### src/rtl/kpi_pkg.sv
`default_nettype none
// ----------------------------------------------------------------------------
// kpi_pkg
// Shared constants and codes for the keyframe path interpolator.
// ----------------------------------------------------------------------------
package kpi_pkg;

   localparam int MAX_KEYS_DEF = 16;
   localparam int FRAC_BITS    = 16;
   localparam int WORD_W       = 32;
   localparam int KEY_W        = 3 * WORD_W;

   localparam logic [1:0] ACT_APPEND = 2'd0;
   localparam logic [1:0] ACT_POS    = 2'd1;
   localparam logic [1:0] ACT_VEL    = 2'd2;

   localparam logic [1:0] ST_OK      = 2'd0;
   localparam logic [1:0] ST_FULL    = 2'd1;
   localparam logic [1:0] ST_NOSEG   = 2'd2;

   localparam logic [FRAC_BITS:0] ONE_Q16 = {1'b1, {FRAC_BITS{1'b0}}};

endpackage
`default_nettype wire

### src/rtl/kpi_div.sv
`default_nettype none
// ----------------------------------------------------------------------------
// kpi_div
// Restoring divider, one quotient bit per cycle. Expects num < den and
// returns floor(num * 2^FRAC_BITS / den).
// ----------------------------------------------------------------------------
module kpi_div (
   input  wire logic        clock,
   input  wire logic        reset,
   input  wire logic        start,
   input  wire logic [32:0] num,
   input  wire logic [32:0] den,
   output logic             done,
   output logic [15:0]      quot
);
   import kpi_pkg::*;

   localparam int CNT_W = $clog2(FRAC_BITS);

   logic              run_ff;
   logic [CNT_W-1:0]  cnt_ff;
   logic [32:0]       rem_ff;
   logic [32:0]       den_ff;
   logic [33:0]       rem_sh;
   logic              ge;

   assign rem_sh = {rem_ff, 1'b0};
   assign ge     = rem_sh >= {1'b0, den_ff};

   always_ff @(posedge clock) begin
      if (reset) begin
         run_ff <= 1'b0;
         done   <= 1'b0;
         cnt_ff <= '0;
      end else begin
         done <= 1'b0;
         if (start) begin
            run_ff <= 1'b1;
            cnt_ff <= '0;
         end else if (run_ff) begin
            cnt_ff <= cnt_ff + CNT_W'(1);
            if (cnt_ff == CNT_W'(FRAC_BITS - 1)) begin
               run_ff <= 1'b0;
               done   <= 1'b1;
            end
         end
      end
   end

   always_ff @(posedge clock) begin
      if (start) begin
         rem_ff <= num;
         den_ff <= den;
      end else if (run_ff) begin
         rem_ff <= ge ? 33'(rem_sh - {1'b0, den_ff}) : rem_sh[32:0];
         quot   <= {quot[14:0], ge};
      end
   end

endmodule
`default_nettype wire

### config.mk
export PLATFORM = sky130hd
export DESIGN_NAME = kpi_div
export DESIGN_NICKNAME = d
export VERILOG_FILES = /design/src/rtl/kpi_pkg.sv /design/src/rtl/kpi_div.sv
export SDC_FILE = /design/constraint.sdc
export NUM_CORES = 1
export LEC_CHECK = 0
export BUFFER_PORTS_ARGS = -buffer_cell sky130_fd_sc_hd__buf_2
export CAP_MARGIN = 20
export CORE_MARGIN = 2
export CORE_UTILIZATION = 40
export CTS_CLUSTER_SIZE = 16
export DETAILED_ROUTE_END_ITERATION = 8
export HOLD_SLACK_MARGIN = 0.08
export SLEW_MARGIN = 5
export SYNTH_ARGS = -nofsm -noshare
export SYNTH_HDL_FRONTEND = slang
export SYNTH_SLANG_ARGS = --single-unit
export TNS_END_PERCENT = 100
### constraint.sdc
create_clock -name clock -period 5.82 [get_ports clock]
set_input_delay 1.164 -clock clock [delete_from_list [all_inputs] [get_ports clock]]
set_output_delay 1.164 -clock clock [all_outputs]
set_load 0.01 [all_outputs]
==> implementation parameters <==
Parameter                              Value

Outcome
  Outcome    complete, no violations

Clock tree
  Resized cells post-CTS    0
  Clock input transition at the sequential cells of the worst setup and hold paths    about 0.070 ns
  Number of hold buffers added after cts    0
  Maximum number of buffers from clock root to sink    2
  Clock insertion delay at the later pin of the skew report    0.35 ns
  Setup bufs post-CTS    0
  Clock H-tree levels    3
  Sinks on the clock net    88
  CTS Root Buffer Type    sky130_fd_sc_hd__clkbuf_16
  Total CTS buffers    9
  TritonCTS clock tree    done

Timing
  Setup violation total in the final timing report    0
  Unrepaired setup endpoints after global routing    no
  Setup Skew    around 0.0051 ns
  Number of pins with negative max-slew slack in the final report    0
  Slew headroom    0.359
  Minimum clock period    approximately 4.0 ns
  Timing-limited maximum frequency    around 250 MHz
  Final-report hold violation count    0
  Setup tns final    0 ns
  Period utilisation layout    0.687
  Slew at the pin closest to its max-slew limit    0.960 ns

Place
  Count of port buffers added during placement    between 80 and 90
  Gpl congestion    0.916
  Placed wire-length estimate after detailed placement    between 10000 and 15000 um

Floorplanning
  Starting density of the core    0.406
  Io pins    86
  Floorplan Core Area    approximately 14000 um2
  Die outline area    14900 um2
  Row count    43
  Chip Height    about 120 um
  Die X    122 um

GRT
  Largest net degree at the start of global routing    41
  Global Route Usage Sum    0.192
  Global-route wire length before repair    22200 um
  Number of antenna violations at the first check in global routing    0
  Residual overflow from global routing    0
  Vias in the first global route    approximately 4500

Synthesis
  Share of synthesized area occupied by flip-flops and latches    0.462
  Number of standard cells after synthesis    about 580
  Post-synth cell types    65
  Net Count, Synth    685
  Number of enable-type register cells in the synthesized netlist    82
  Synthesized area per cell    ~9.6 um2
  Share of synthesized registers carrying an async set or reset    0
  Post-Synthesis Cell Area    5590 um2
  Most frequently used flop master after synthesis    sky130_fd_sc_hd__edfxtp_1
  Register bit total from synthesis    around 90
  Synth warnings    0

Run
  Max-cap violations    0

Drt
  First-pass DRT Iterations    4
  Routed via count    4527
  Initial detailed-routing violation count    about 300
  Number of nets still failing antenna checks after routing    0
  Post-detailed-route DRC marker count    0
  Average wire per cell in the routed design    approximately 16 um
  Average via count per standard cell    ~5.4
  Aggregate routed wire length    ~14000 um

Pwr
  Pwr dens    approximately 420 nW/um2
  Leakage Power    around 2.7 nW
  Maximum ir drop on the vdd rail    about 0.19 mV

Layout
  Fraction of final layout cells with drive strength greater than 1    0.187
  Layout Nets    approximately 760
  Number of antenna diodes    0
  Area added between synthesis and finish    15.1%
  Final core area utilization    0.467

Setup path
  Arrival time reported for the critical path endpoint    4.08 ns
  Crit path max fanout    29
  Data required time at the worst endpoint    between 5 and 6 ns
  Classification of the worst setup path    reg2reg
  CP Capture Type    register
  Critical Path Start Type    register

Hold path
  Class of the worst hold path    reg2reg
## kinds of logic after synthesis
logic type	synth area share
multiplexers	0.0132
XOR/XNOR	0.0376
flip-flops	0.462
buffers and inverters	0.0542
AND/OR/NAND/NOR	0.168
adder cells (fa/ha/maj)	0.0797
AO/OA/AOI/OAI	0.185
## Yosys cell counts (all sizes together) (3+ instances only)
cell type,n,area share
edfxtp,82,0.44
nand2,71,0.048
nor2,50,0.034
inv,46,0.031
a21oi,40,0.036
ha,34,0.076
o21ai,30,0.027
a31oi,22,0.025
xnor2,17,0.027
buf,16,0.017
a21o,15,0.020
nand3,14,0.013
nor3,11,0.013
clkbuf,10,0.0067
nor2b,10,0.011
o21a,8,0.011
nand2b,7,0.0078
nand4,7,0.0078
or3,7,0.0078
xor2,7,0.011
dfxtp,6,0.021
o211ai,6,0.0090
or2,6,0.0067
o31ai,5,0.0067
mux2i,4,0.0072
a211o,3,0.0047
a21boi,3,0.0040
a31o,3,0.0047
and3,3,0.0036
mux2,3,0.0060
nor3b,3,0.0040
## path summary, 6_finish.rpt
path              start         end  slack (ns)  depth (start not counted)
max          rem_ff[30]  rem_ff[23]        1.82                         10
min            quot[11]    quot[12]        0.45                          0
max reg2reg  rem_ff[30]  rem_ff[23]        1.82                         10
min reg2reg    quot[11]    quot[12]        0.45                          0
## layout make-up
cell class                 instances  area, um2
sequential                        88       2580
multi-input combinational        421       2710
inverter                          46        173
clock inverter                     6       48.8
clock buffer                      10        250
fill                            1361       7340
timing repair buffer              88        448
tap                              180        225
## registers in the layout, summed over array words and instances, names as in the netlist
signal and flops:
quot 16, rem_ff 33, run_ff 1, den_ff 33
cnt_ff 4, done 1
## cells in the final DEF (no fill, tap or decap), types with 7 or more instances in the layout
cell and count:
sky130_fd_sc_hd__xor2_1 7, sky130_fd_sc_hd__nor3_1 9, sky130_fd_sc_hd__nor2b_1 10, sky130_fd_sc_hd__a31oi_1 22, sky130_fd_sc_hd__o21ai_0 23, sky130_fd_sc_hd__edfxtp_1 82
sky130_fd_sc_hd__buf_2 85, sky130_fd_sc_hd__xnor2_1 17, sky130_fd_sc_hd__nor2_1 50, sky130_fd_sc_hd__o21ai_1 7, sky130_fd_sc_hd__nand2b_1 7, sky130_fd_sc_hd__or3_1 7
sky130_fd_sc_hd__a21o_1 15, sky130_fd_sc_hd__nand3_1 14, sky130_fd_sc_hd__o21a_1 8, sky130_fd_sc_hd__nand4_1 7, sky130_fd_sc_hd__a21oi_1 40, sky130_fd_sc_hd__clkbuf_16 10
sky130_fd_sc_hd__ha_1 34, sky130_fd_sc_hd__nand2_1 70, sky130_fd_sc_hd__inv_1 44
## report_power, final
part / total [mW] / switching, mW / internal [mW] / leakage [nW]
sequential: 0.874 / 0.0508 / 0.823 / 0.849
clock: 0.580 / 0.261 / 0.319 / 0.137
combinational: 1.22 / 0.748 / 0.475 / 1.71
## metal layers
layer | global-route usage | share of wire | up-vias
li1 | - | - | 2254
met4 | 0.0869 | 0.027 | 0
met5 | 0 | 0 | -
met1 | 0.242 | 0.46 | 2122
met3 | 0.0404 | 0.046 | 27
met2 | 0.317 | 0.47 | 124
## critical path: stages, from the launching register on
cell	delay (ns)
sky130_fd_sc_hd__edfxtp_1	0.39
sky130_fd_sc_hd__ha_1	0.43
sky130_fd_sc_hd__a21o_1	0.23
sky130_fd_sc_hd__a211o_1	0.31
sky130_fd_sc_hd__a41oi_1	0.39
sky130_fd_sc_hd__inv_1	0.16
sky130_fd_sc_hd__a41o_1	0.30
sky130_fd_sc_hd__nand2_2	0.51
sky130_fd_sc_hd__inv_2	0.44
sky130_fd_sc_hd__a311oi_1	0.48
sky130_fd_sc_hd__a21oi_1	0.07
## stage by stage
| stage | std cells | hold slack [ns] | power [mW] | cell area [um2] | worst slack [ns] |
|---|---|---|---|---|---|
| after CTS | 839 | 0.452 | 2.68 | 6430 | 1.88 |
| final | 839 | 0.447 | 2.68 | 6430 | 1.82 |
| after global routing | 839 | 0.473 | 2.87 | 6430 | 1.62 |
| after detailed placement | 823 | 0.436 | 2.09 | 6130 | 1.94 |
| after global placement | 823 | 0.429 | 2.08 | 6130 | 2.04 |
| after floorplan | 581 | 0.439 | 1.82 | 5590 | 3.00 |
Note: power is estimated with default switching activity, not from simulation.
