[src/rtl/kpi_ram.sv]
`default_nettype none
// ----------------------------------------------------------------------------
// kpi_ram
// Generic single-write, single-read RAM with registered read data.
// ----------------------------------------------------------------------------
module kpi_ram #(
   parameter int WIDTH = 32,
   parameter int DEPTH = 16
) (
   input  wire logic                     clock,
   input  wire logic                     we,
   input  wire logic [$clog2(DEPTH)-1:0] waddr,
   input  wire logic [WIDTH-1:0]         wdata,
   input  wire logic [$clog2(DEPTH)-1:0] raddr,
   output logic      [WIDTH-1:0]         rdata
);

   logic [WIDTH-1:0] mem_ff [DEPTH];

   always_ff @(posedge clock) begin
      if (we) begin
         mem_ff[waddr] <= wdata;
      end
      rdata <= mem_ff[raddr];
   end

endmodule
`default_nettype wire

[config.mk]
export PLATFORM = sky130hd
export DESIGN_NAME = kpi_ram
export DESIGN_NICKNAME = d
export VERILOG_FILES = /design/src/rtl/kpi_ram.sv
export SDC_FILE = /design/constraint.sdc
export NUM_CORES = 1
export LEC_CHECK = 0
export BUFFER_PORTS_ARGS = -buffer_cell sky130_fd_sc_hd__buf_2
export CORE_MARGIN = 2
export CORE_UTILIZATION = 50
export CTS_CLUSTER_DIAMETER = 40
export DETAILED_ROUTE_END_ITERATION = 10
export PLACE_DENSITY = 0.67
export SLEW_MARGIN = 30
export SYNTH_ARGS = -nofsm -noshare
export SYNTH_HDL_FRONTEND = slang
export SYNTH_SLANG_ARGS = --single-unit
[constraint.sdc]
create_clock -name clock -period 12.25 [get_ports clock]
set_clock_uncertainty 0.1 [all_clocks]
set_input_delay 2.45 -clock clock [delete_from_list [all_inputs] [get_ports clock]]
set_output_delay 2.45 -clock clock [all_outputs]
set_load 0.02 [all_outputs]
==> results of run 1 <==
## registers in the layout (all words and copies together) (netlist names)
name,cells
rdata,32
mem_ff,512
## worst min path at each step
stage                             start           endpoint  slack, ns  cells after the start
4_1_cts        mem_ff[14][16]$_DFFE_PP_  rdata[16]$_DFF_P_       0.57                      3
5_1_grt        mem_ff[14][18]$_DFFE_PP_  rdata[18]$_DFF_P_       0.60                      3
3_5_place_dp   mem_ff[14][16]$_DFFE_PP_  rdata[16]$_DFF_P_       0.55                      3
6_report        mem_ff[14][7]$_DFFE_PP_   rdata[7]$_DFF_P_       0.57                      3
3_3_place_gp    mem_ff[14][2]$_DFFE_PP_   rdata[2]$_DFF_P_       0.55                      3
2_1_floorplan   mem_ff[14][0]$_DFFE_PP_   rdata[0]$_DFF_P_       0.53                      3
## cell usage after synthesis
library cell / n
nor2_1: 13
nand3b_1: 2
edfxtp_1: 512
nand3_1: 1
buf_4: 11
nand2_1: 33
nor3_1: 4
mux4_2: 128
dfxtp_1: 32
and2_1: 1
buf_2: 4
a22oi_1: 64
buf_1: 9
buf_6: 2
or3b_2: 1
nand2b_1: 2
clkbuf_1: 17
nor2b_1: 2
## where the power goes
group          internal [mW]  switching (mW)
registers               2.08          0.0128
logic                 0.0732           0.115
clock network           1.08           0.713
## per-layer routing
layer,global-route usage [%],vias to the layer above
li1,-,3823
met1,30.40,4757
met2,31.06,392
met3,3.979,62
met4,5.344,6
met5,0,-
## cell type report
cell class                 count  area [um^2]  share of cell area, %
antenna                        1        2.502                0.01087
clock inverter                33        344.1                  1.495
tap                          518        648.1                  2.816
timing repair buffer          97        560.5                  2.436
sequential                   544        16020                  69.60
multi-input combinational    251         3757                  16.33
clock buffer                  79         1684                  7.318
## per-stage QoR
| step | utilization (%) | hold WS [ns] | setup WS (ns) | total power [mW] |
|---|---|---|---|---|
| 4_1_cts | 59.11 | 0.5667 | 7.116 | 4.109 |
| 6_report | 59.13 | 0.5651 | 7.216 | 4.074 |
| 3_5_place_dp | 53.90 | 0.5524 | 6.493 | 2.324 |
| 3_3_place_gp | 53.88 | 0.5497 | 6.508 | 2.320 |
| 2_1_floorplan | - | 0.5349 | 6.520 | 2.245 |
| 5_1_grt | 59.13 | 0.5974 | 6.873 | 4.202 |
## cells by family after synthesis
group	share of synthesized area [%]
muxes	14.52
DFF	80.67
AOI/OAI and AO/OA	2.420
and+or+nand+nor	1.273
buffers and inverters	1.122
## worst max-delay path: cells and delay by family
family	cells	cell delay [ns]
buffers and inverters	3	1.96
and+or+nand+nor	1	0.07
AOI/OAI and AO/OA	1	0.21
muxes	1	0.59
==> metrics.yaml, run 1 <==
synth_fp_nets: 880
fin_crit_sh_pct: 41.09
ys_seq_elements: 544
ys_warn_count: 0
rr_startpoint: "mem_ff[2][1]$_DFFE_PP_"
vias: 9040
die_w_um: 203.3
hold_path.class: "flip-flop to flip-flop"
fp.dieArea_um2: 41320
h-tree-depth: 2
hpwl_mm: 20.58
layout_min_cycle_time_ns: 5.034
grt.overflow.total: 0
wirelength_mm: 40.67
maxClockFrequency_ghz: 0.1986
ios: 74
crit_top_cell: "buf_4"
via_per_inst: 5.936
routabilityCongestion: 0.7029
place_inst: 1410
clk_pin_slew_ns: 0.06
antenna_found_initial: 5
maxSlewHeadroom_pct: 36.97
grt_pass1_vias: 9149
powerDensity_nw_per_um2: 177.1
cts_root_buf: "clkbuf_16"
cts_sinks: 544
path_cells: "clkbuf_8, buf_4, buf_4, mux4_2, a22oi_1, nand2_1"
rsz0062_at_grt: "no"
drive_gt1_share_pct: 34.16
r2r_slack_ns: 10.82
regToRegEndpoint: "rdata[1]$_DFF_P_"
yosysTopAreaCell: "edfxtp_1"
wl_met3_mm: 3.430
cts_resized: 0
grt_use_total_pct: 20.28
core_um2: 38920
tns_ns: 0
synth_top_area_share_pct: 77.44
nFillCells: 2748
routed-wl-met2_mm: 19.27
ant_nets: 0
status: "finished, final reports clean"
layout_common_cells: "edfxtp_1, mux4_2, buf_2"
worstMarginPinSlew_ns: 0.9454
hold_buffers: 0
wl_met1_mm: 17.21
synth_cell_types: 18
critPathKind: "input pin to flip-flop"
stdcell_count: 1523
area_delta_synth_final_pct: 15.91
start_util_pct: 51.02
yosys-top-cells-area: "edfxtp_1, mux4_2, dfxtp_1"
cpMaxStageDelayCell: "buf_4"
dieHeight_um: 203.3
stdcell_area_um2: 23010
vdd_drop_max_v: 0.00009482
avgSynthCellArea_um2: 23.69
startpoint: "raddr[0]"
slew_viol_final: 0
arrival_ns: 5.40
seq_area_frac_synth_pct: 80.67
cts_tree: "yes"
cts_buffers: 61
nets: 997
wire_per_inst_um: 26.70
route.detailed.drc: 0
grt_pass1_wl_mm: 60.44
io_buffer_count: 73
ff2ff_path_depth: 3
clk_latency_ns: 0.59
syn_inst: 838
clock_path_buffers: 3
dr.pass1.iters: 5
syn_area_um2: 19850
layout_commonest_cell: "edfxtp_1"
cp_max_fo: 60
max-cap-violations: 0
cp.required_ns: 12.61
grt_max_degree: 68
rows: 72
start_kind: "input pin"
setup_viol: 0
power_leakage_nw: 7.448
top_layer_used: "met5"
drt_iter0_markers: 1073
critPathMaxStageDelay_ns: 0.74
postCtsSetupBuffers: 0
crit_path_end: "rdata[20]$_DFF_P_"
placed_area_um2: 20980
cp-end-kind: "flip-flop"
hold_violations: 0
No activity file was read; power rests on OpenSTA's default activity.
==> run 2, diff against run 1 <==
Settings changed: PLACE_DENSITY 0.67 to 0.69.
Clock period 12.25 ns to 4.4 ns, I/O delays scaled along.
==> run 2 against run 1 <==
Via count is 1.4% higher. Utilization is 0.70 points higher. Largest cell class unchanged. Wire length is 0.20% higher. Hold slack worse by 0.0072 ns. Total power grew to 2.9 times the previous value. Clock-buffer cell count is 4 higher. First-iteration DRC count is 19% lower. Highest routed layer unchanged. Global-route usage hardly changed. Cell area is 1.2% higher. Combinational power grew to 2.8 times the previous value.
==> metrics.yaml, run 2 (same netlist as run 1, synthesis figures left out) <==
status: "finished, final reports clean"
min_path_cells: 3
h-tree-depth: 3
setup_viol: 0
stdcell_area_um2: 23290
grt_use_total_pct: 20.27
route.detailed.drc: 0
arrival_ns: 2.74
setup_ws_ns: 1.962
hold_path.class: "flip-flop to flip-flop"
powerDensity_nw_per_um2: 506.5
max-cap-violations: 0
cp_max_fo: 41
rsz0062_at_grt: "no"
top_regs: "mem_ff (512), rdata (32)"
nFillCells: 2715
layout_commonest_cell: "edfxtp_1"
routabilityCongestion: 0.7066
cts_sinks: 544
cp.required_ns: 4.70
clock_path_buffers: 3
critPathKind: "input pin to flip-flop"
antenna_found_initial: 4
grt_pass1_wl_mm: 60.57
worstMarginPinSlew_ns: 0.8395
cts_buffers: 66
io_buffer_count: 73
power_leakage_nw: 7.585
drt_iter0_markers: 866
hold_buffers: 0
top_register: "mem_ff"
clk_latency_ns: 0.57
stdcell_count: 1534
cp-end-kind: "flip-flop"
hpwl_mm: 20.05
placed_area_um2: 21050
vdd_drop_max_v: 0.0002645
hold_violations: 0
clk_pin_slew_ns: 0.06
grt_max_degree: 70
ant_nets: 0
ios: 74
core_um2: 38920
dr.pass1.iters: 5
nets: 1007
grt_pass1_vias: 9589
place_inst: 1415
vias: 9167
total_power_mw: 11.79
start_util_pct: 51.02
drive_gt1_share_pct: 35.27
preCtsSetupSlack_ns: 1.407
largest_register_ffs: 512
layout_common_cells: "edfxtp_1, mux4_2, clkbuf_16, buf_2, a22oi_1"
fin_crit_sh_pct: 55.40
ff2ff_path_depth: 3
slew_viol_final: 0
via_per_inst: 5.976
cts_tree: "yes"
die_w_um: 203.3
fp.dieArea_um2: 41320
rows: 72
tns_ns: 0
grt.overflow.total: 0
layout_min_cycle_time_ns: 2.438
wire_per_inst_um: 26.57
dieHeight_um: 203.3
area_delta_synth_final_pct: 17.29
wirelength_mm: 40.75
cts_root_buf: "clkbuf_16"
start_kind: "input pin"
maxClockFrequency_ghz: 0.4102
postCtsSetupBuffers: 0
maxSlewHeadroom_pct: 43.92
cts_resized: 0
## run 2: changes by cell type in the layout (fill, tap and decap cells not counted), moves of 2 or more
cell / delta
buf_12: +3
buf_4: +3
clkbuf_16: +10
clkbuf_8: -6
clkinv_1: -4
clkinv_2: +3
clkinv_4: -2
inv_6: +5
inv_8: -2
## run 2: worst max-delay path, stage by stage
cell and delay (ns):
clkbuf_8 0.41, buf_12 0.35, mux4_2 0.56, a22oi_1 0.29, nand2_1 0.14
## run 2: path summary, 6_finish.rpt
| check | end | start | slack, ns |
|---|---|---|---|
| hold reg to reg | rdata[29]$_DFF_P_ | mem_ff[15][29]$_DFFE_PP_ | 0.56 |
| setup / recovery | rdata[24]$_DFF_P_ | raddr[0] | 1.96 |
| hold / removal | rdata[29]$_DFF_P_ | mem_ff[15][29]$_DFFE_PP_ | 0.56 |
| setup reg to reg | rdata[24]$_DFF_P_ | mem_ff[8][24]$_DFFE_PP_ | 2.80 |
## run 2: routing by layer
| metal | wire (um) | part of all wire, % | global-route usage (%) | vias to the layer above |
|---|---|---|---|---|
| met3 | 3258 | 8.0 | 4.522 | 58 |
| met4 | 629 | 1.5 | 5.318 | 6 |
| met1 | 17180 | 42 | 28.89 | 4879 |
| li1 | - | - | - | 3840 |
| met2 | 19650 | 48 | 32.22 | 384 |
| met5 | 34 | 0.083 | 0 | - |
## run 2: layout make-up
type | count | area (um^2) | share of cell area (%)
Tap cell | 518 | 648.1 | 2.783
Timing Repair Buffer | 102 | 631.9 | 2.713
Antenna cell | 1 | 2.502 | 0.01075
Clock buffer | 83 | 1852 | 7.952
Clock inverter | 35 | 385.4 | 1.655
Sequential cell | 544 | 16020 | 68.78
Multi-Input combinational cell | 251 | 3751 | 16.11
## run 2: through the flow
step / hold slack, ns / util [%]
6_report: 0.5579 / 59.83
5_1_grt: 0.5905 / 59.83
4_1_cts: 0.5668 / 59.83
3_5_place_dp: 0.5504 / 54.08
3_3_place_gp: 0.5499 / 54.08
2_1_floorplan: 0.5349 / -
## run 2: report_power, final
part	internal (mW)	leakage, nW	total, mW	switching (mW)
Clock	3.37	1.09	5.43	2.06
Sequential	5.79	4.89	5.83	0.0352
Combinational	0.209	1.60	0.535	0.326
==> run 3, diff against run 2 <==
Clock period 4.4 ns to 2.15 ns, I/O delays scaled along.
==> run 3 against run 2 <==
Sequential share of layout area down 1.3 points. Clock power up 97%. Non-clock buffer count up 18. Global-route usage up 0.61 points. Combinational power up 120%. Clock-buffer cell count down 8. Sequential power up 100%. Critical path depth down 4. Register-to-register slack worse by 2.1 ns. Highest routed layer unchanged. Utilization up 1.1 points.
==> metrics.yaml, run 3 (same netlist as run 1, synthesis figures left out) <==
status: "finished, final reports clean"
vias: 9192
cp.required_ns: 1.62
register_area_um2: 16020
max-cap-violations: 0
top_regs: "mem_ff (512), rdata (32)"
start_kind: "flip-flop"
worstMarginPinSlew_ns: 0.4639
layout_common_cells: "edfxtp_1, mux4_2, buf_2"
ant_nets: 0
drt_iter0_markers: 1088
power_leakage_nw: 7.721
cp_max_fo: 1
dr.pass1.iters: 5
clk_pin_slew_ns: 0.06
powerDensity_nw_per_um2: 1002
vdd_drop_max_v: 0.0006114
path_buf_inv: 1
ios: 74
path_cells: "buf_2"
nets: 1019
grt_busiest_layer: "met2"
layout_min_cycle_time_ns: 1.749
grt.overflow.total: 0
rows: 72
layout_commonest_cell: "edfxtp_1"
clk_latency_ns: 0.61
fin_crit_sh_pct: 81.33
core_um2: 38920
wirelength_mm: 41.78
multi_input_area_um2: 3777
total_power_mw: 23.78
stdcell_count: 1547
rsz0062_at_grt: "no"
slew_viol_final: 0
cts_buffers: 60
met2_usage_pct: 33.58
critPathMaxStageDelay_ns: 0.40
cts_tree: "yes"
grt_max_degree: 37
cpMaxStageDelayCell: "dfxtp_1"
top_register: "mem_ff"
grt_pass1_wl_mm: 62.28
diodes: 0
arrival_ns: 1.22
cp-end-kind: "output pin"
die_w_um: 203.3
hold_violations: 0
nFillCells: 2679
io_buffer_count: 73
grt_pass1_vias: 9712
critical_path.top_delay_family: "flip-flops"
dieHeight_um: 203.3
area_delta_synth_final_pct: 19.49
routabilityCongestion: 0.7384
route.detailed.drc: 0
hold_buffers: 0
wire_per_inst_um: 27.00
cts_sinks: 544
via_per_inst: 5.942
fp.dieArea_um2: 41320
start_util_pct: 51.02
maxClockFrequency_ghz: 0.5719
drive_gt1_share_pct: 36.25
place_inst: 1433
maxSlewHeadroom_pct: 68.98
hpwl_mm: 21.26
antenna_found_initial: 2
hold_path.class: "input pin to flip-flop"
critPathKind: "flip-flop to output pin"
grt_use_total_pct: 20.88
postCtsSetupBuffers: 0
h-tree-depth: 2
clock_path_buffers: 3
largest_register_ffs: 512
cts_root_buf: "clkbuf_16"
use_met1_pct: 29.67
grt_use_met3_pct: 4.874
setup_viol: 0
cts_resized: 0
-- run 3: where the power goes --
group	total, mW	switching (mW)	internal, mW
clock	10.7	4.19	6.48
combinational	1.18	0.689	0.493
sequential	11.9	0.0739	11.9
-- run 3: metrics by stage --
| step | instance area (um^2) | setup WS, ns | util (%) | hold slack (ns) | setup TNS, ns |
|---|---|---|---|---|---|
| global placement | 21600 | 0.1190 | 55.49 | 0.5489 | 0 |
| finish | 23720 | 0.4014 | 60.96 | 0.09030 | 0 |
| global route | 23720 | 0.3502 | 60.96 | 0.08171 | 0 |
| floorplan | 19900 | -0.4078 | - | 0.4289 | -139.84 |
| detailed placement | 21600 | 0.09255 | 55.49 | 0.5608 | 0 |
| CTS | 23720 | 0.3687 | 60.96 | 0.05525 | 0 |
-- run 3: path summary, 6_finish.rpt --
kind / startpoint / end / slack (ns) / cells after the start
hold reg to reg: mem_ff[14][1]$_DFFE_PP_ / rdata[1]$_DFF_P_ / 0.57 / 3
setup / recovery: rdata[17]$_DFF_P_ / rdata[17] / 0.40 / 1
setup reg to reg: mem_ff[3][12]$_DFFE_PP_ / rdata[12]$_DFF_P_ / 0.67 / 3
hold / removal: wdata[26] / mem_ff[12][26]$_DFFE_PP_ / 0.09 / 1
-- run 3: cell type report --
| type | instances | area share [%] |
|---|---|---|
| multi-input combinational | 251 | 15.92 |
| tap | 518 | 2.732 |
| clock inverter | 39 | 2.020 |
| timing repair buffer | 120 | 4.868 |
| clock buffer | 75 | 6.951 |
| sequential | 544 | 67.51 |
-- run 3: layer usage --
metal	part of all wire, %	vias to the layer above
met2	49	357
met5	0.062	-
met3	8.0	52
met1	41	4919
li1	-	3860
met4	1.4	4
